==> src/design/mbrtu_pkg.sv <==
`timescale 1ns / 1ps

package mbrtu_pkg;

  localparam logic [15:0] CRC_POLY = 16'hA001;
  localparam logic [15:0] CRC_INIT = 16'hFFFF;

  localparam logic [8:0] FRAME_LEN_BASE  = 9'd8;
  localparam logic [8:0] FRAME_LEN_MULTI = 9'd9;

  localparam logic [7:0] FC_LOW_MAX     = 8'd6;
  localparam logic [7:0] FC_WRITE_COILS = 8'd15;
  localparam logic [7:0] FC_WRITE_REGS  = 8'd16;

  localparam logic [7:0] BROADCAST_ADDR = 8'd0;
  localparam logic [7:0] SLAVE_ADDR_RST = 8'd1;

  // byte positions inside the request header
  localparam logic [8:0] POS_ADDR   = 9'd0;
  localparam logic [8:0] POS_FUNC   = 9'd1;
  localparam logic [8:0] POS_START1 = 9'd2;
  localparam logic [8:0] POS_START0 = 9'd3;
  localparam logic [8:0] POS_QTY1   = 9'd4;
  localparam logic [8:0] POS_QTY0   = 9'd5;
  localparam logic [8:0] POS_COUNT  = 9'd6;

  typedef enum logic [1:0] {
    ST_ACCEPTED     = 2'd0,
    ST_UNKNOWN_FUNC = 2'd1,
    ST_OTHER_ADDR   = 2'd2,
    ST_CRC_MISMATCH = 2'd3
  } status_t;

  typedef struct packed {
    status_t     status;
    logic        is_broadcast;
    logic [7:0]  func_code;
    logic [15:0] start_register;
    logic [15:0] quantity_or_value;
    logic [7:0]  byte_count;
    logic [8:0]  frame_length;
  } frame_res_t;

  // one byte of CRC-16, reflected polynomial, LSB first
  function automatic logic [15:0] crc16_byte(input logic [15:0] crc, input logic [7:0] b);
    logic [15:0] c;
    c = crc ^ {8'h00, b};
    for (int k = 0; k < 8; k++) begin
      c = c[0] ? ((c >> 1) ^ CRC_POLY) : (c >> 1);
    end
    return c;
  endfunction

endpackage

==> src/design/mbrtu_frame.sv <==
`timescale 1ns / 1ps

module mbrtu_frame (
  input  logic                   clk,
  input  logic                   rst_n,
  input  logic                   step_en,
  input  logic [7:0]             data_byte,
  input  logic                   idle_gap,
  input  logic [7:0]             slave_address,
  output logic                   frame_done,
  output mbrtu_pkg::frame_res_t  res
);

  logic [8:0]  bytes_r,   bytes_nxt;
  logic [8:0]  exp_len_r, exp_len_nxt;
  logic [7:0]  addr_r,    addr_nxt;
  logic [7:0]  func_r,    func_nxt;
  logic [15:0] start_r,   start_nxt;
  logic [15:0] qty_r,     qty_nxt;
  logic [7:0]  count_r,   count_nxt;
  logic [15:0] crc_r,     crc_nxt;
  logic [15:0] last_r,    last_nxt;

  logic [8:0]  upd_bytes, upd_exp;
  logic [7:0]  upd_addr, upd_func, upd_count;
  logic [15:0] upd_start, upd_qty, upd_crc, upd_last, rx_crc;
  logic        multi, known, ends;

  always_comb begin
    multi     = (func_r == mbrtu_pkg::FC_WRITE_COILS) || (func_r == mbrtu_pkg::FC_WRITE_REGS);
    upd_crc   = (bytes_r >= 9'd2) ? mbrtu_pkg::crc16_byte(crc_r, last_r[15:8]) : crc_r;
    upd_last  = {last_r[7:0], data_byte};
    upd_addr  = addr_r;
    upd_func  = func_r;
    upd_start = start_r;
    upd_qty   = qty_r;
    upd_count = count_r;
    upd_exp   = exp_len_r;
    case (bytes_r)
      mbrtu_pkg::POS_ADDR:   upd_addr = data_byte;
      mbrtu_pkg::POS_FUNC:   upd_func = data_byte;
      mbrtu_pkg::POS_START1: upd_start = {data_byte, start_r[7:0]};
      mbrtu_pkg::POS_START0: upd_start = {start_r[15:8], data_byte};
      mbrtu_pkg::POS_QTY1:   upd_qty = {data_byte, qty_r[7:0]};
      mbrtu_pkg::POS_QTY0:   upd_qty = {qty_r[15:8], data_byte};
      mbrtu_pkg::POS_COUNT: begin
        if (multi) begin
          upd_count = data_byte;
          upd_exp   = mbrtu_pkg::FRAME_LEN_MULTI + {1'b0, data_byte};
        end
      end
      default: ;
    endcase
    upd_bytes = bytes_r + 9'd1;
    ends      = !idle_gap && (upd_bytes >= upd_exp);
    frame_done = ends;

    known  = ((upd_func >= 8'd1) && (upd_func <= mbrtu_pkg::FC_LOW_MAX))
          || (upd_func == mbrtu_pkg::FC_WRITE_COILS) || (upd_func == mbrtu_pkg::FC_WRITE_REGS);
    rx_crc = {upd_last[7:0], upd_last[15:8]};
    if (!known) begin
      res.status = mbrtu_pkg::ST_UNKNOWN_FUNC;
    end else if (upd_addr != mbrtu_pkg::BROADCAST_ADDR && upd_addr != slave_address) begin
      res.status = mbrtu_pkg::ST_OTHER_ADDR;
    end else if (upd_crc != rx_crc) begin
      res.status = mbrtu_pkg::ST_CRC_MISMATCH;
    end else begin
      res.status = mbrtu_pkg::ST_ACCEPTED;
    end
    res.is_broadcast      = (upd_addr == mbrtu_pkg::BROADCAST_ADDR);
    res.func_code         = upd_func;
    res.start_register    = upd_start;
    res.quantity_or_value = upd_qty;
    res.byte_count        = upd_count;
    res.frame_length      = upd_exp;

    // idle gap or frame end: drop back to an empty frame
    if (idle_gap || ends) begin
      bytes_nxt   = 9'd0;
      exp_len_nxt = mbrtu_pkg::FRAME_LEN_BASE;
      addr_nxt    = 8'd0;
      func_nxt    = 8'd0;
      start_nxt   = 16'd0;
      qty_nxt     = 16'd0;
      count_nxt   = 8'd0;
      crc_nxt     = mbrtu_pkg::CRC_INIT;
      last_nxt    = 16'd0;
    end else begin
      bytes_nxt   = upd_bytes;
      exp_len_nxt = upd_exp;
      addr_nxt    = upd_addr;
      func_nxt    = upd_func;
      start_nxt   = upd_start;
      qty_nxt     = upd_qty;
      count_nxt   = upd_count;
      crc_nxt     = upd_crc;
      last_nxt    = upd_last;
    end
  end

  always_ff @(posedge clk) begin
    if (!rst_n) begin
      bytes_r   <= 9'd0;
      exp_len_r <= mbrtu_pkg::FRAME_LEN_BASE;
      addr_r    <= 8'd0;
      func_r    <= 8'd0;
      start_r   <= 16'd0;
      qty_r     <= 16'd0;
      count_r   <= 8'd0;
      crc_r     <= mbrtu_pkg::CRC_INIT;
      last_r    <= 16'd0;
    end else if (step_en) begin
      bytes_r   <= bytes_nxt;
      exp_len_r <= exp_len_nxt;
      addr_r    <= addr_nxt;
      func_r    <= func_nxt;
      start_r   <= start_nxt;
      qty_r     <= qty_nxt;
      count_r   <= count_nxt;
      crc_r     <= crc_nxt;
      last_r    <= last_nxt;
    end
  end

endmodule

==> src/design/modbus_rtu_frame_receiver.sv <==
`timescale 1ns / 1ps

// Modbus RTU request receiver: takes one received byte (or an idle-gap marker that
// discards a partial frame) per request, one per clock cycle while no frame-ending byte
// waits. A byte goes into an input register and is then folded into the frame state and
// the CRC-16 at the edge that advances it out of that register; for a frame's last byte
// that same edge loads the result register and raises out_valid. Only a frame-ending byte
// waits on a pending result; the combinational CRC byte update sets the clock limit.
// One result per frame: status (accepted, unknown function, other address, CRC mismatch)
// plus the header fields. Write slave_address only while idle.
module modbus_rtu_frame_receiver (
  input  logic        clk,
  input  logic        rst_n,
  input  logic        in_valid,
  output logic        in_ready,
  input  logic [7:0]  in_data_byte,
  input  logic        in_idle_gap,
  output logic        out_valid,
  input  logic        out_ready,
  output logic [1:0]  out_status,
  output logic        out_is_broadcast,
  output logic [7:0]  out_func_code,
  output logic [15:0] out_start_register,
  output logic [15:0] out_quantity_or_value,
  output logic [7:0]  out_byte_count,
  output logic [8:0]  out_frame_length,
  input  logic        cfg_wr_en,
  input  logic [7:0]  cfg_wr_data
);

  logic                  s1_valid_r, s1_valid_nxt;
  logic [7:0]            s1_byte_r;
  logic                  s1_gap_r;
  logic [7:0]            slave_addr_r;
  logic                  out_valid_r, out_valid_nxt;
  mbrtu_pkg::frame_res_t out_res_r;
  mbrtu_pkg::frame_res_t res;
  logic                  frame_done;
  logic                  s1_adv;
  logic                  in_take;

  mbrtu_frame u_frame (
    .clk           (clk),
    .rst_n         (rst_n),
    .step_en       (s1_adv),
    .data_byte     (s1_byte_r),
    .idle_gap      (s1_gap_r),
    .slave_address (slave_addr_r),
    .frame_done    (frame_done),
    .res           (res)
  );

  // hold a frame-ending byte while the previous result waits
  assign s1_adv   = s1_valid_r && (!frame_done || !out_valid_r || out_ready);
  assign in_ready = !s1_valid_r || s1_adv;
  assign in_take  = in_valid && in_ready;

  always_comb begin
    s1_valid_nxt  = in_take ? 1'b1 : (s1_adv ? 1'b0 : s1_valid_r);
    out_valid_nxt = (s1_adv && frame_done) ? 1'b1 : (out_ready ? 1'b0 : out_valid_r);
  end

  always_ff @(posedge clk) begin
    if (!rst_n) begin
      s1_valid_r   <= 1'b0;
      out_valid_r  <= 1'b0;
      slave_addr_r <= mbrtu_pkg::SLAVE_ADDR_RST;
    end else begin
      s1_valid_r  <= s1_valid_nxt;
      out_valid_r <= out_valid_nxt;
      if (cfg_wr_en) begin
        slave_addr_r <= cfg_wr_data;
      end
    end
  end

  always_ff @(posedge clk) begin
    if (in_take) begin
      s1_byte_r <= in_data_byte;
      s1_gap_r  <= in_idle_gap;
    end
    if (s1_adv && frame_done) begin
      out_res_r <= res;
    end
  end

  assign out_valid             = out_valid_r;
  assign out_status            = out_res_r.status;
  assign out_is_broadcast      = out_res_r.is_broadcast;
  assign out_func_code         = out_res_r.func_code;
  assign out_start_register    = out_res_r.start_register;
  assign out_quantity_or_value = out_res_r.quantity_or_value;
  assign out_byte_count        = out_res_r.byte_count;
  assign out_frame_length      = out_res_r.frame_length;

  a_no_overwrite: assert property (@(posedge clk) disable iff (!rst_n)
    (out_valid_r && !out_ready) |=> (out_valid_r && $stable(out_res_r)))
    else $error("pending result overwritten");

  a_len_range: assert property (@(posedge clk) disable iff (!rst_n)
    out_valid_r |-> (out_res_r.frame_length >= 9'd8 && out_res_r.frame_length <= 9'd264))
    else $error("frame length out of range");

  a_long_is_multi: assert property (@(posedge clk) disable iff (!rst_n)
    (out_valid_r && out_res_r.frame_length != 9'd8) |->
      (out_res_r.func_code == mbrtu_pkg::FC_WRITE_COILS ||
       out_res_r.func_code == mbrtu_pkg::FC_WRITE_REGS))
    else $error("long frame without multi-write function");

  a_bcast_addr_ok: assert property (@(posedge clk) disable iff (!rst_n)
    (out_valid_r && out_res_r.is_broadcast) |-> (out_res_r.status != mbrtu_pkg::ST_OTHER_ADDR))
    else $error("broadcast frame flagged as other address");

endmodule
==> config.mk <==
export PLATFORM = sky130hd
export DESIGN_NAME = modbus_rtu_frame_receiver
export DESIGN_NICKNAME = d
export VERILOG_FILES = /design/src/design/mbrtu_pkg.sv /design/src/design/mbrtu_frame.sv /design/src/design/modbus_rtu_frame_receiver.sv
export SDC_FILE = /design/constraint.sdc
export NUM_CORES = 1
export LEC_CHECK = 0
export ABC_AREA = 1
export BUFFER_PORTS_ARGS = -buffer_cell sky130_fd_sc_hd__buf_2
export CAP_MARGIN = 25
export CORE_MARGIN = 4
export CORE_UTILIZATION = 39
export CTS_CLUSTER_DIAMETER = 150
export DETAILED_ROUTE_END_ITERATION = 6
export HOLD_SLACK_MARGIN = 0.15
export MAX_ROUTING_LAYER = met4
export PLACE_DENSITY = 0.53
export SKIP_LAST_GASP = 1
export SYNTH_ARGS = -nofsm -noshare
export SYNTH_HDL_FRONTEND = slang
export SYNTH_SLANG_ARGS = --single-unit
==> constraint.sdc <==
create_clock -name clk -period 4.91 [get_ports clk]
set_input_delay 0.491 -clock clk [delete_from_list [all_inputs] [get_ports clk]]
set_output_delay 0.491 -clock clk [all_outputs]
set_load 0.1 [all_outputs]
# ---- After elaboration in Yosys (flattened, before gate mapping)
# Index checks and enable logic that the tools add are counted.
dict set report word_totals {
  register_bits 185
  output_inout_bits 62
  inputBits 22
}
dict set report classes {
  eq_ne 12
  n_bitwise 9
  muxes 32
  n_lt_le_gt_ge 4
  reduce_logical 22
  add_sub_neg 2
}
# cell count
set ops {}
lappend ops {{16-bit 2-to-1 mux} 13}
lappend ops {{16-bit case mux with 2 select lines} 2}
lappend ops {{8-bit 2-to-1 mux} 7}
lappend ops {{9-bit 2-to-1 mux} 4}
lappend ops {{9-bit by 3-bit == test with 1-bit output (second input constant)} 3}
lappend ops {{2-bit inverter with 3-bit output} 8}
lappend ops {{9-bit by 2-bit == test with 1-bit output (second input constant)} 2}
lappend ops {{8-bit by 4-bit == test with 1-bit output (second input constant)} 2}
lappend ops {{8-bit by 5-bit == test with 1-bit output (second input constant)} 2}
lappend ops {{16-bit inequality test} 1}
lappend ops {{16-bit by 8-bit XOR with 16-bit output} 1}
lappend ops {{4-bit by 8-bit adder with 9-bit output (first input constant)} 1}
lappend ops {{9-bit by 1-bit adder with 9-bit output (second input constant)} 1}
lappend ops {{9-bit by 1-bit == test with 1-bit output (second input constant)} 1}
lappend ops {{9-bit by 2-bit greater-or-equal comparator with 1-bit output (second input constant)} 1}
lappend ops {{9-bit greater-or-equal comparator} 1}
lappend ops {{9-bit logical NOT} 1}
lappend ops {{8-bit by 1-bit greater-or-equal comparator with 1-bit output (second input constant)} 1}
lappend ops {{8-bit by 3-bit less-or-equal comparator with 1-bit output (second input constant)} 1}
lappend ops {{8-bit logical NOT} 1}
lappend ops {{8-bit inequality test} 1}
lappend ops {{8-bit nonzero test} 1}
lappend ops {{1-bit logical OR} 7}
lappend ops {{1-bit logical AND} 6}
lappend ops {{other kinds (4)} 12}

# ---- Depth between registers and ports, before layout
# Gate-level depths: netlist (run 1).
dict set report logic_depth {
  ltp_word 21
  ltp_mapped 25
  mapped_depth_nobuf 23
}

# ---- Modules after synthesis
# From an unflattened synthesis (run 1), not the netlist that was laid out.
dict set report hier_totals {
  hier_cells 1107
  hier_area_um2 8730.9
}
# mod area_per_inst_um2 seq_area_each_um2 cells_each n_inst
set by_module_without_submodules {}
lappend by_module_without_submodules {mbrtu_frame 6271.0 2122.0 986 1}
lappend by_module_without_submodules {modbus_rtu_frame_receiver 2459.9 2272.2 121 1}

# ---- Least setup slack after synthesis (run 1)
# OpenSTA, ideal clock, no wires.
dict set report synth_timing {
  path_type {register -> register}
  startpoint {register u_frame.bytes_r[0]}
  endpoint {register out_res_r (netlist bit out_byte_count[0]), enable pin}
  setup_time_ps 414
  arrival_time_ps 4026
  t_required_ps 4496
  slack_ps 470
  path_stages_with_launch 24
  path_cell_list {dfxtp_1 > inv_1 > ha_1 > inv_1 > nor3_1 > inv_1 > nor2_4 > inv_1 > o21ai_1 > inv_1 > ha_1 > a21oi_1 > o21ai_0 > nand2_1 > nand4_1 > nand2_1 > inv_2 > nand3_1 > nand2_1 > inv_1 > buf_2 > buf_2 > nand2_1 > inv_1}
}
# element line
set synth_lines {}
lappend synth_lines {{from (decl)} mbrtu_frame.sv:14} ;# logic [8:0] bytes_r, bytes_nxt;
lappend synth_lines {{from (signal assigned)} mbrtu_frame.sv:113} ;# bytes_r <= bytes_nxt;
lappend synth_lines {{to (signal assigned)} modbus_rtu_frame_receiver.sv:83} ;# out_res_r <= res;
lappend synth_lines {{to (decl)} modbus_rtu_frame_receiver.sv:36} ;# mbrtu_pkg::frame_res_t out_res_r;

==> flow_results.org, run 1 <==
** Routing
- Total iterations of the first detailed-routing run :: 5
- In the routed design, unresolved DRC markers number 0.
- Wirelength per Cell :: 16.7 µm
- DRT antenna net count :: 0
- Total number of vias :: 7740
- The final layout contains routed wiring with a total length of 25000 µm.
- After the first detailed-routing iteration, the DRC count stood at 665.
- Routed vias/inst :: 5.17

** Logic synthesis
- Fraction of the yosys area taken by sequential cells :: 0.490
- Top FF cell, synth :: dfxtp_1
- Mean instance size in the synthesized netlist :: 7.89 µm²
- Yosys printed 0 warnings.
- Synthesized netlist net count :: 1173
- Number of enable flip-flop cells after synthesis :: 69
- Of the post-synthesis cell area, the part taken by muxes is 0.
- After synthesis, the largest family of logic cells by area is simple AND/OR/NAND/NOR gates.
- Top post-synthesis cells by area :: dfxtp_1 (26%), edfxtp_1 (23%), nand2_1 (11%)
- Distinct cell type count of the synthesized netlist :: 41
- Of the total synthesized cell area, the portion taken by full adders, half adders and majority gates is 0.0195.
- Post-synthesis compound-gate area fraction :: 0.154
- Post-synthesis xor/xnor area fraction :: 0.0166
- Synth async-reset ratio :: 0
- Of the total synthesized cell area, the portion taken by AND, OR, NAND and NOR gates is 0.240.
- Share of Yosys cell area claimed by the top area cell type :: 0.259
- Library cell occupying the most area in the post-synthesis netlist :: dfxtp_1
- Synthesis produced a netlist whose cell count is 1137.
- The mapped netlist covers 8970 µm².
- Counting flops and latches in the post-synthesis netlist gives 185.

** Layout
- Area occupied by multi-input gates :: 3870 µm²
- In the final layout, the share of cells above drive strength 1 is 0.138.
- Final core area utilization :: 0.454
- Diode insertion count for antenna repair :: 0
- After the last flow step, the layout net total stands at 1236.
- Summing all flip-flop and latch instances after layout gives 4390 µm².
- Post-synthesis to final-layout area growth :: 14.6%
- # fillers :: 2267

** STA
- Derived from the worst setup path, the maximum achievable clock frequency is 219 MHz.
- Endpoints failing setup :: 0
- Setup repair after global routing left no endpoint under its margin.
- Across all setup checks in the final design, the least slack found is 351 ps.
- Clock skew after layout :: 8.26 ps
- Adding up every negative setup slack in the final design gives 0 ps.
- Of the available clock period, the critical path in the final layout requires 0.929.
- For the pin with the worst max-slew slack, the measured transition is 963 ps.
- Worst-case headroom to the max-slew limit :: 0.358
- The number of hold violations in the final report is 0.
- Final critical path time including I/O delays and setup :: 4560 ps
- The final count of pins violating max slew came to 0.

** Clock tree
- TritonCTS built the clock tree.
- The clock reaches the later pin of the worst-skew pair after 430 ps.
- Post-cts hold buffer count :: 0
- Post-cts resize count :: 0
- Clock transition time at the flip-flop clock pins of the worst setup and hold paths :: 70 ps
- The longest clock path from root to sink contains 2 buffers.
- The clock net in this run drives a total of 185 sinks.
- Root buffer cell :: clkbuf_16
- Clock buffers created by TritonCTS :: 17
- Total setup buffers inserted after CTS :: 0
- H-tree Lvls :: 4

** Power and ir drop
- Summed over all cells, the static leakage comes to 0.00438 µW.
- Power density normalized to cell area :: 357 nW/µm²
- Across the VDD grid, the largest voltage drop is 0.201 mV.

** Worst setup path
- In this run the worst setup path begins at u_frame.bytes_r[0]$_SDFFE_PN0P_.
- Crit. End Element :: output port
- Worst endpoint required time :: 4420 ps
- FF-to-FF path depth :: 21
- STA classifies the critical path startpoint as a register.
- The critical path is of the register to output port type.
- Critical path fanouts, max :: 13
- STA puts the critical path data arrival time at 4070 ps.
- Reg2reg end :: out_start_register[3]$_DFFE_PP_
- The startpoint identified for the worst register-to-register timing path is u_frame.bytes_r[0]$_SDFFE_PN0P_.
- Flop-to-flop setup slack :: 540 ps

** Hold path
- Class of the most critical hold timing path :: primary input to register
- The startpoint identified for the worst hold timing path is in_data_byte[4].
- Counting instances, the worst hold path has a depth of 1.
- Hold Path End :: s1_byte_r[4]$_DFFE_PP_

** Placed design
- Post-placement setup slack :: 536 ps
- Routability-driven placement finished with a final weighted congestion of 0.797.
- Input and output buffers added on the ports amount to 83.
- Detailed placement ended at an HPWL of 16400 µm.

** Global route
- Vias in the first global route :: 7383
- Entering global routing, the biggest net connects 112 pins.
- Across every metal layer, demand over resource in global routing totals 0.203.
- Global routing finished with a remaining overflow of 0.
- The initial antenna violation count was 0.
- The first global-routing pass estimated 40200 µm of wire.

** Floorplan
- Standard-cell rows :: 55
- DIE HEIGHT :: 160 µm
- 84 I/O pins were placed.
- X dimension of the die :: 160 µm
- Area of the die :: 25500 µm²
- Core area :: 22600 µm²
- The initial utilization of the core area, before any placement, comes to 0.396.

** Job
- Max-cap violations in this run came to 0.

** Status
- The flow ran to the end, and the final reports show no timing, DRC or antenna violations.
-- worst max path at each step --
stage / slack [ps] / to
finish: 350 / in_ready
global route: 30 / in_ready
CTS: 340 / in_ready
detailed placement: 540 / out_status[1]$_SDFFCE_PN0P_
global placement: 580 / out_is_broadcast$_DFFE_PP_
floorplan: 470 / out_byte_count[0]$_DFFE_PP_
-- cells in the final DEF, fill, tap and decap left out, drive strengths merged, types with 17 or more instances in the layout --
master / count
a211oi: 19
a21oi: 103
buf: 98
clkbuf: 17
dfxtp: 116
edfxtp: 69
inv: 132
nand2: 277
nand3: 97
nor2: 89
o21ai: 101
-- Yosys cell counts (19+ instances only) --
master / count
nand3_1: 97
clkbuf_1: 26
nand2_1: 267
edfxtp_1: 69
a211oi_1: 19
dfxtp_1: 116
inv_1: 118
o21ai_0: 91
buf_2: 22
nor2_1: 85
a21oi_1: 98
-- worst max-delay path: stages (launching register included) --
cell and delay, ps:
dfxtp_1 350, inv_1 140, ha_1 210, nand3_1 80, nor4_1 210, and2_2 270, inv_2 140, o21ai_0 450
inv_1 100, ha_1 310, nand4_1 90, or3b_1 370, nand4_1 180, nand2_1 100, inv_2 80, nand4_1 180
buf_2 370
-- routing by layer --
metal	global-route usage	part of all wire	vias up
met4	0.0615	0.021	0
li1	-	-	3909
met1	0.273	0.47	3596
met3	0.0351	0.049	41
met2	0.315	0.46	194
met5	-	0	-
-- power by group --
group,leakage [µW],total (µW),internal (µW),switching (µW)
Sequential,0.00156,1680,1640,41.7
Combinational,0.00253,582,158,423
Clock,0.000290,1410,733,674
-- flip-flops by register name, summed over array words and instances, names as in the netlist, 2 cells and up --
signal                 cells
out_quantity_or_value     16
out_start_register        16
u_frame.crc_r             16
u_frame.last_r            16
u_frame.qty_r             16
u_frame.start_r           16
out_frame_length           9
u_frame.bytes_r            9
u_frame.exp_len_r          9
out_byte_count             8
out_func_code              8
s1_byte_r                  8
slave_addr_r               8
u_frame.addr_r             8
u_frame.count_r            8
u_frame.func_r             8
out_status                 2
-- area by class of cell --
cell class                      instances  share of cell area
Clock buffer                           17              0.0414
Clock inverter                         15              0.0170
Inverter                              123              0.0452
Multi-Input combinational cell        775               0.377
Sequential cell                       185               0.427
Tap cell                              285              0.0347
Timing Repair Buffer                   98              0.0574
-- per-stage QoR --
step | cell area, µm² | power [µW] | cells | hold WS [ps]
floorplan | 8970 | 2130 | 1137 | 435
global placement | 9680 | 2300 | 1466 | 452
detailed placement | 9680 | 2300 | 1466 | 456
CTS | 10300 | 3710 | 1498 | 214
global route | 10300 | 3850 | 1498 | 213
finish | 10300 | 3670 | 1498 | 231
-- logic make-up after synthesis --
kind of cell,count (synthesis)
simple gates,496
compound gates,248
flops,185
buf+inv,177
xor+xnor,17
fa+ha+maj,14
Note: power is estimated with default switching activity, not from simulation.
==> run 2: changes to the inputs <==
SYNTH_HIERARCHICAL = 1   (was unset)
==> flow_results.org, run 2 <==
** Status
- The run finished with clean final reports.

** Routing
- Total iterations of the first detailed-routing run :: 6 (+1)
- DRC errors left :: 0 (unchanged)
- The count of vias placed by the detailed router is 7500 (-3.1%).
- The violation count after the first detailed-route iteration came to 632 (-5.0%).
- DRT antenna net count :: 0 (unchanged)
- The post-detailed-routing wire length is 23400 µm (-6.2%).
- The average via count per standard cell came to 5.08 (-1.6%).
- Wirelength per Cell :: 15.9 µm (-4.7%)

** Clock tree
- The tree is rooted in a clkbuf_16.
- The post-cts repair resize count was 0 (unchanged).
- The number of buffers inserted during clock tree synthesis came to 17 (unchanged).
- CTS tree :: yes
- The clock input transition at the sequential cells of the worst setup and hold paths came to 70 ps (about the same).
- H-tree Lvls :: 4 (unchanged)
- The number of buffers inserted by hold repair at cts was 0 (unchanged).
- The maximum buffer depth of the clock tree was 2 (unchanged).
- The clock latency reported for the late side of the worst-skew pair is 440 ps (about the same).
- Total setup buffers inserted after CTS :: 0 (unchanged)
- Total number of clock tree sinks :: 185 (unchanged)

** Power and ir drop
- Clk network pwr share :: 0.424 (+0.041)
- The leakage power summed over all cells is 0.00420 µW (-4.2%).
- Power dissipated by switching net loads :: 872 µW (-23%)
- Fraction of power consumed by sequential logic :: 0.490 (+0.031)
- Switching fraction of total power :: 0.262 (-0.0484)
- The internal power of the cells is 2460 µW (-3.0%).
- Largest vdd supply drop :: 0.232 mV (+16%)
- The power density over the cells is 332 nW/µm² (-7.2%).
- The combinational share of power came to 0.086 (-0.072).

** Logic synthesis
- After synthesis, the largest family of logic cells by area is simple AND/OR/NAND/NOR gates.
- Distinct cell type count of the synthesized netlist :: 41 (unchanged)
- Fraction of the yosys area taken by sequential cells :: 0.503 (+0.0137)
- Library cell occupying the most area in the post-synthesis netlist :: dfxtp_1
- The area fraction in and, or, nand and nor cells after synthesis came to 0.244 (+0.00398).
- Synthesis-stage register bit count :: 185 (unchanged)
- The count of synthesis-stage warnings from yosys is 6 (+6).
- Counting instances in the post-synthesis netlist gives the leading cell types as nand2_1 (389), dfxtp_1 (116), a21oi_1 (109), o21ai_0 (89), inv_1 (86).
- The area share of fa/ha/maj cells after synthesis is 0.0201 (+0.000545).
- By area the synthesized netlist is led by dfxtp_1 (27%), edfxtp_1 (24%), nand2_1 (17%).
- The share of the synthesized area in the top cell type is 0.266 (+0.00723).
- The multiplexer share of the synthesized area came to 0 (unchanged).
- Mean instance size in the synthesized netlist :: 7.89 µm² (about the same)
- Most frequently used cell type in the post-synthesis netlist :: nand2_1
- Number of enable flip-flop cells after synthesis :: 69 (unchanged)
- Synth async-reset ratio :: 0 (unchanged)
- Post-synthesis compound-gate area fraction :: 0.143 (-0.0116)
- Post-synthesis xor/xnor area fraction :: 0.0241 (+0.00749)
- Gate count after technology mapping :: 1107 (-2.6%)
- The cell area after synthesis is 8730 µm² (-2.7%).
- The synthesized netlist net count was 1143 (-2.6%).
- Top FF cell, synth :: dfxtp_1

** Worst setup path
- Worst endpoint required time :: 4420 ps (about the same)
- Crit. End Element :: output port
- The slowest stage of the critical path is the edfxtp_1 cell.
- The worst setup path is of the register to output port kind.
- Cells traversed along the worst timing path :: inv_1 -> o31ai_1 -> nand2_1 -> nor2_1 -> nand2_1 -> xor2_1 -> nand2_1 -> nand2_1 -> inv_1 -> ha_1 -> nand2_1 -> nor2_1 -> nand3b_1 -> o2111ai_1 -> a21oi_1 -> or2_2 -> inv_1 -> nand4_2 -> buf_4
- The delay of the slowest cell on the worst path is 490 ps (+40 ps).
- The worst setup path is launched from a register.
- The arrival time reported for the critical path endpoint was 4010 ps (-60 ps).
- The most numerous cell type found on the critical path is nand2_1.
- Critical path fanouts, max :: 8 (-5)

** STA
- Slew @ Worst Pin :: 873 ps (-90.2 ps)
- The maximum clock skew at final layout was 13.3 ps (+5.06 ps).
- The final count of pins violating max slew was 0 (unchanged).
- The final setup violation count was 0 (unchanged).
- The relative max-transition margin is 0.417 (+0.0593).
- The final critical-path required period came to 4500 ps (-58.9 ps).
- The number of hold violations in the final report came to 0 (unchanged).
- The timing-limited maximum frequency was 222 MHz (+1.3%).
- Setup repair after global routing missed its margin :: no
- Period utilization :: 0.917 (-0.0120)
- Worst hold margin :: 224 ps (-6.44 ps)
- Aggregate negative setup slack :: 0 ps (unchanged)

** Layout
- # fillers :: 2205 (-2.7%)
- Leading cell types in the layout, fill and taps excluded :: nand2_1 (389), dfxtp_1 (116), a21oi_1 (109)
- Leaving out fill and tap cells, the most frequent cell in the layout is nand2_1.
- The total number of nets in the final design is 1218 (-1.5%).
- Diode insertion count for antenna repair :: 0 (unchanged)
- Share of cells above drive strength 1 :: 0.141 (+0.00375)
- Post-synthesis to final-layout area growth :: 15.0%
- Finished layout cell area :: 10000 µm² (-2.3%)

** Floorplan
- The overall die height was 158 µm (-1.3%).
- Area of the die :: 24800 µm² (-2.6%)
- Initial core utilization :: 0.399 (+0.00243)
- The width of the die came to 158 µm (-1.3%).
- The placement row count came to 54 (-1.8%).
- The count of boundary I/O pins came to 84 (unchanged).
- The area of the core region was 21900 µm² (-3.3%).

** Placed design
- The post-detailed-placement half-perimeter wirelength came to 15700 µm (-4.7%).
- Placement Cell Area :: 9450 µm² (-2.4%)
- The final weighted congestion in routability-driven placement came to 0.861 (+8.0%).
- Total of buffers placed on input and output ports :: 83 (unchanged)

** Global route
- The total global-route track usage is 0.199 (-0.00400).
- The largest net degree at the start of global routing is 56 (-50%).
- Vias in the first global route :: 6985 (-5.4%)
- First-pass GRT wire length :: 37600 µm (-6.7%)
- The remaining global-route overflow came to 0 (unchanged).
- Initial antenna violation count :: 0 (unchanged)

** Job
- The reported max-cap violation count is 0 (unchanged).

** Hold path
- The min-delay analysis places its worst path in the category primary input to register.
## run 2: changes by cell type after synthesis, moves of 4 or more
| cell | delta |
|---|---|
| nand2_1 | +122 |
| nand3_1 | -60 |
| nor2_1 | -46 |
| inv_1 | -32 |
| a211oi_1 | -19 |
| a21oi_1 | +11 |
| buf_2 | -11 |
| nand4_1 | -10 |
| o22ai_1 | +8 |
| a22oi_1 | -7 |
| xnor2_1 | +7 |
| a21oi_2 | -4 |
| nor2_2 | +4 |
| o21ai_1 | +4 |
## run 2: final cells by class
type / count / area, µm² / share of cell area
Sequential cell: 185 / 4390 / 0.438
Clock inverter: 14 / 165 / 0.0164
Multi-Input combinational cell: 782 / 3760 / 0.375
Clock buffer: 18 / 429 / 0.0427
Timing Repair Buffer: 102 / 586 / 0.0583
Tap cell: 280 / 350 / 0.0349
Inverter: 94 / 354 / 0.0353
## run 2: kinds of logic (layout without fill, tap and decap cells)
logic type,count (synthesis),after routing
and+or+nand+nor,507,507
AOI/OAI and AO/OA,237,237
DFF,185,185
buffers and inverters,140,228
xor gates and xnor gates,24,24
adders and majority gates,14,14
## run 2: worst paths after layout
check	start	endpoint	slack [ps]	cells after the start
setup reg to reg	s1_byte_r[2]$_DFFE_PP_	u_frame/start_r[12]$_SDFFE_PN0P_	700	22
setup / recovery	s1_byte_r[2]$_DFFE_PP_	in_ready	410	19
hold reg to reg	u_frame/qty_r[9]$_SDFFE_PN0P_	u_frame/qty_r[9]$_SDFFE_PN0P_	460	2
hold / removal	in_data_byte[0]	s1_byte_r[0]$_DFFE_PP_	220	1
## run 2: per-stage QoR
stage	setup WS, ps	instances	total power [µW]	util
2_1_floorplan	685	1107	1860	-
3_3_place_gp	778	1443	1950	0.432
3_5_place_dp	705	1443	1950	0.432
4_1_cts	323	1475	3360	0.459
5_1_grt	18.8	1475	3460	0.459
6_report	410	1475	3330	0.459
## run 2: per-layer routing
| layer | wire [µm] | track usage | part of all wire |
|---|---|---|---|
| met5 | 0 | - | 0 |
| met4 | 275 | 0.0463 | 0.012 |
| met3 | 1120 | 0.0309 | 0.048 |
| met2 | 11100 | 0.321 | 0.48 |
| met1 | 10900 | 0.265 | 0.47 |
## run 2: power by group through the flow
stage / combinational [µW] / clock, µW / sequential, µW
after CTS: 287 / 1440 / 1630
final: 286 / 1410 / 1630
after global routing: 318 / 1510 / 1630
after floorplan: 186 / 0 / 1670
after detailed placement: 285 / 0 / 1670
after global placement: 284 / 0 / 1670
## run 2: critical path: cells and delay by family (launching register included)
family                   cells  cell delay [ps]
buffers and inverters        4              770
flip-flops                   1              490
XOR/XNOR                     1              160
AO/OA/AOI/OAI                3              580
AND/OR/NAND/NOR             10             1280
adder cells (fa/ha/maj)      1              300
==> run 3: changes to the inputs <==
RECOVER_POWER = 50   (was unset)
==> flow_results.org, run 3 (synthesized netlist as in run 2, its figures left out) <==
** Status
- Outcome :: finished, final reports clean

** Routing
- Routed vias/inst :: 5.13 (+0.84%)
- The count of nets left with antenna violations after detail routing is 0 (unchanged).
- Wirelength per Cell :: 16.0 µm (+0.37%)
- The count of vias placed by the detailed router came to 7563 (+0.84%).
- First DRT Iteration DRCs :: 580 (-8.2%)
- The number of detailed-route iterations in the first pass came to 5 (-1).
- The number of DRC violations after detailed routing was 0 (unchanged).
- Final Routed Wirelength :: 23500 µm (+0.37%)

** Clock tree
- The number of buffers inserted by hold repair at cts was 0 (unchanged).
- Clock buffers created by TritonCTS :: 17 (unchanged)
- CTS tree :: yes
- Insertion delay of the later-clocked pin in the worst-skew pair :: 440 ps (about the same)
- The H-tree level count is 4 (unchanged).
- Root buffer cell :: clkbuf_16
- The count of buffers added by post-CTS timing repair for setup is 0 (unchanged).
- The maximum buffer depth of the clock tree was 2 (unchanged).
- Clock transition time at the flip-flop clock pins of the worst setup and hold paths :: 70 ps (about the same)
- Total number of clock tree sinks :: 185 (unchanged)

** Power and ir drop
- The part of the power in registers was 0.491 (about the same).
- Cell internal pwr :: 2460 µW (about the same)
- The part of the total power dissipated in the clock network was 0.424 (about the same).
- The leakage power summed over all cells came to 0.00394 µW (-6.0%).
- The combinational share of power was 0.085 (about the same).
- The maximum vdd ir drop was 0.233 mV (about the same).
- Switching fraction of total power :: 0.261 (-0.000439)
- The power spent charging and discharging nets came to 870 µW (-0.30%).
- Power density normalized to cell area :: 335 nW/µm² (+1.0%)

** Global route
- The largest net degree at the start of global routing was 56 (unchanged).
- Vias in the first global route :: 6985 (unchanged)
- The global-route wire length before repair came to 37600 µm (unchanged).
- The remaining global-route overflow is 0 (unchanged).
- The total global-route track usage is 0.199 (unchanged).
- Initial antenna violation count :: 0 (unchanged)

** STA
- Setup repair after global routing left no endpoint under its margin.
- The relative max-transition margin was 0.0608 (-0.356).
- The final critical-path required period came to 4490 ps (-7.63 ps).
- Clock skew after layout :: 10.4 ps (-2.90 ps)
- The timing-limited maximum frequency came to 223 MHz (+0.17%).
- The ratio of final minimum period to clock period came to 0.915 (-0.00155).
- Slew @ Worst Pin :: 1400 ps (+530 ps)
- Final count of hold timing violations :: 0 (unchanged)
- Max-slew violations :: 0 (unchanged)
- The final setup violation count came to 0 (unchanged).
- Aggregate negative setup slack :: 0 ps (unchanged)

** Worst setup path
- Among all stages on the critical path, the largest delay is contributed by edfxtp_1.
- Traced cell by cell, the critical path runs through inv_1 -> o31ai_1 -> nand2_1 -> nor2_1 -> nand2_1 -> xor2_1 -> nand2_1 -> nand2_1 -> inv_1 -> ha_1 -> nand2_1 -> nor2_1 -> nand3b_1 -> o2111ai_1 -> a21oi_1 -> or2_2 -> inv_1 -> nand4_2 -> buf_4.
- The delay of the slowest cell on the worst path came to 490 ps (about the same).
- Critical path fanouts, max :: 8 (unchanged)
- Crit. End Element :: output port
- Category of the worst setup path launch point :: register
- Buf+Inv Stages, Crit Path :: 4 (unchanged)
- The setup slack on the worst flop-to-flop path was 640 ps (-60 ps).
- The arrival time reported for the critical path endpoint came to 4000 ps (about the same).
- By startpoint and endpoint, the worst setup path is classified as register to output port.
- The worst path required time is 4420 ps (about the same).
- In this design, the critical path's most frequently occurring cell is nand2_1.
- The kind of cell with the highest combined delay along the critical path is simple AND/OR/NAND/NOR gates.

** Layout
- Share of cells above drive strength 1 :: 0.0837 (-0.0577)
- NumNets Final :: 1218 (unchanged)
- Diode insertion count for antenna repair :: 0 (unchanged)
- Most common cell after layout, fill and taps aside :: nand2_1
- In the layout the commonest cells are nand2_1 (390), dfxtp_1 (116), a21oi_1 (109).
- The final core area utilization is 0.453 (-0.00532).
- Post-synthesis to final-layout area growth :: 13.7%
- # fillers :: 2236 (+1.4%)
- Filler-free cell count of the finished design :: 1475 (unchanged)

** Floorplan
- DIE HEIGHT :: 158 µm (unchanged)
- Standard-cell rows :: 54 (unchanged)
- The count of boundary I/O pins came to 84 (unchanged).
- The area of the core region is 21900 µm² (unchanged).
- Area of the die :: 24800 µm² (unchanged)
- X dimension of the die :: 158 µm (unchanged)
- Initial core utilization :: 0.399 (unchanged)

** Job
- The reported max-cap violation count was 0 (unchanged).

** Placed design
- The post-detailed-placement half-perimeter wirelength is 15700 µm (unchanged).
- RD Place Congestion :: 0.861 (unchanged)
- Cell count after placement :: 1443 (unchanged)
- The quantity of I/O buffers inserted on ports is 83 (unchanged).

** Hold path
- Class of the most critical hold timing path :: primary input to register
==> run 3: final timing paths <==
path | depth (start not counted) | end | from
worst max register to register | 20 | out_start_register[15]$_DFFE_PP_ | s1_byte_r[2]$_DFFE_PP_
worst min-delay path | 1 | s1_byte_r[0]$_DFFE_PP_ | in_data_byte[0]
worst min register to register | 2 | u_frame/qty_r[9]$_SDFFE_PN0P_ | u_frame/qty_r[9]$_SDFFE_PN0P_
worst max-delay path | 19 | in_ready | s1_byte_r[2]$_DFFE_PP_
==> run 3: layout make-up <==
class	instances	area [µm²]	area share
Timing Repair Buffer	102	488	0.0492
Clock inverter	14	165	0.0166
Clock buffer	18	429	0.0432
Tap cell	280	350	0.0353
Inverter	94	354	0.0357
Multi-Input combinational cell	782	3750	0.377
Sequential cell	185	4390	0.443
==> run 3: power groups by stage <==
stage               Combinational, µW  Clock, µW  Sequential [µW]
floorplan                         186          0             1670
finish                            284       1410             1630
detailed placement                285          0             1670
CTS                               287       1440             1630
global placement                  284          0             1670
global route                      316       1510             1630
==> run 3: repair_timing <==
item / in CTS / in global routing
hold endpoints to repair: 0 / 0
setup endpoints to repair: 0 / 1
resized for setup: 0 / 2
==> run 3: routing by layer <==
| layer | GRT usage | up-vias | part of all wire |
|---|---|---|---|
| li1 | - | 3790 | - |
| met1 | 0.265 | 3551 | 0.47 |
| met2 | 0.321 | 205 | 0.47 |
| met3 | 0.0309 | 17 | 0.048 |
| met4 | 0.0463 | 0 | 0.0098 |
| met5 | - | - | 0 |
==> run 3: stage by stage <==
| step | power, µW | area (µm²) | setup slack (ps) | hold slack (ps) |
|---|---|---|---|---|
| 2_1_floorplan | 1860 | 8730 | 685 | 432 |
| 3_3_place_gp | 1950 | 9450 | 778 | 447 |
| 3_5_place_dp | 1950 | 9450 | 705 | 452 |
| 4_1_cts | 3360 | 10000 | 323 | 211 |
| 5_1_grt | 3460 | 9930 | 19.0 | 204 |
| 6_report | 3330 | 9930 | 417 | 224 |
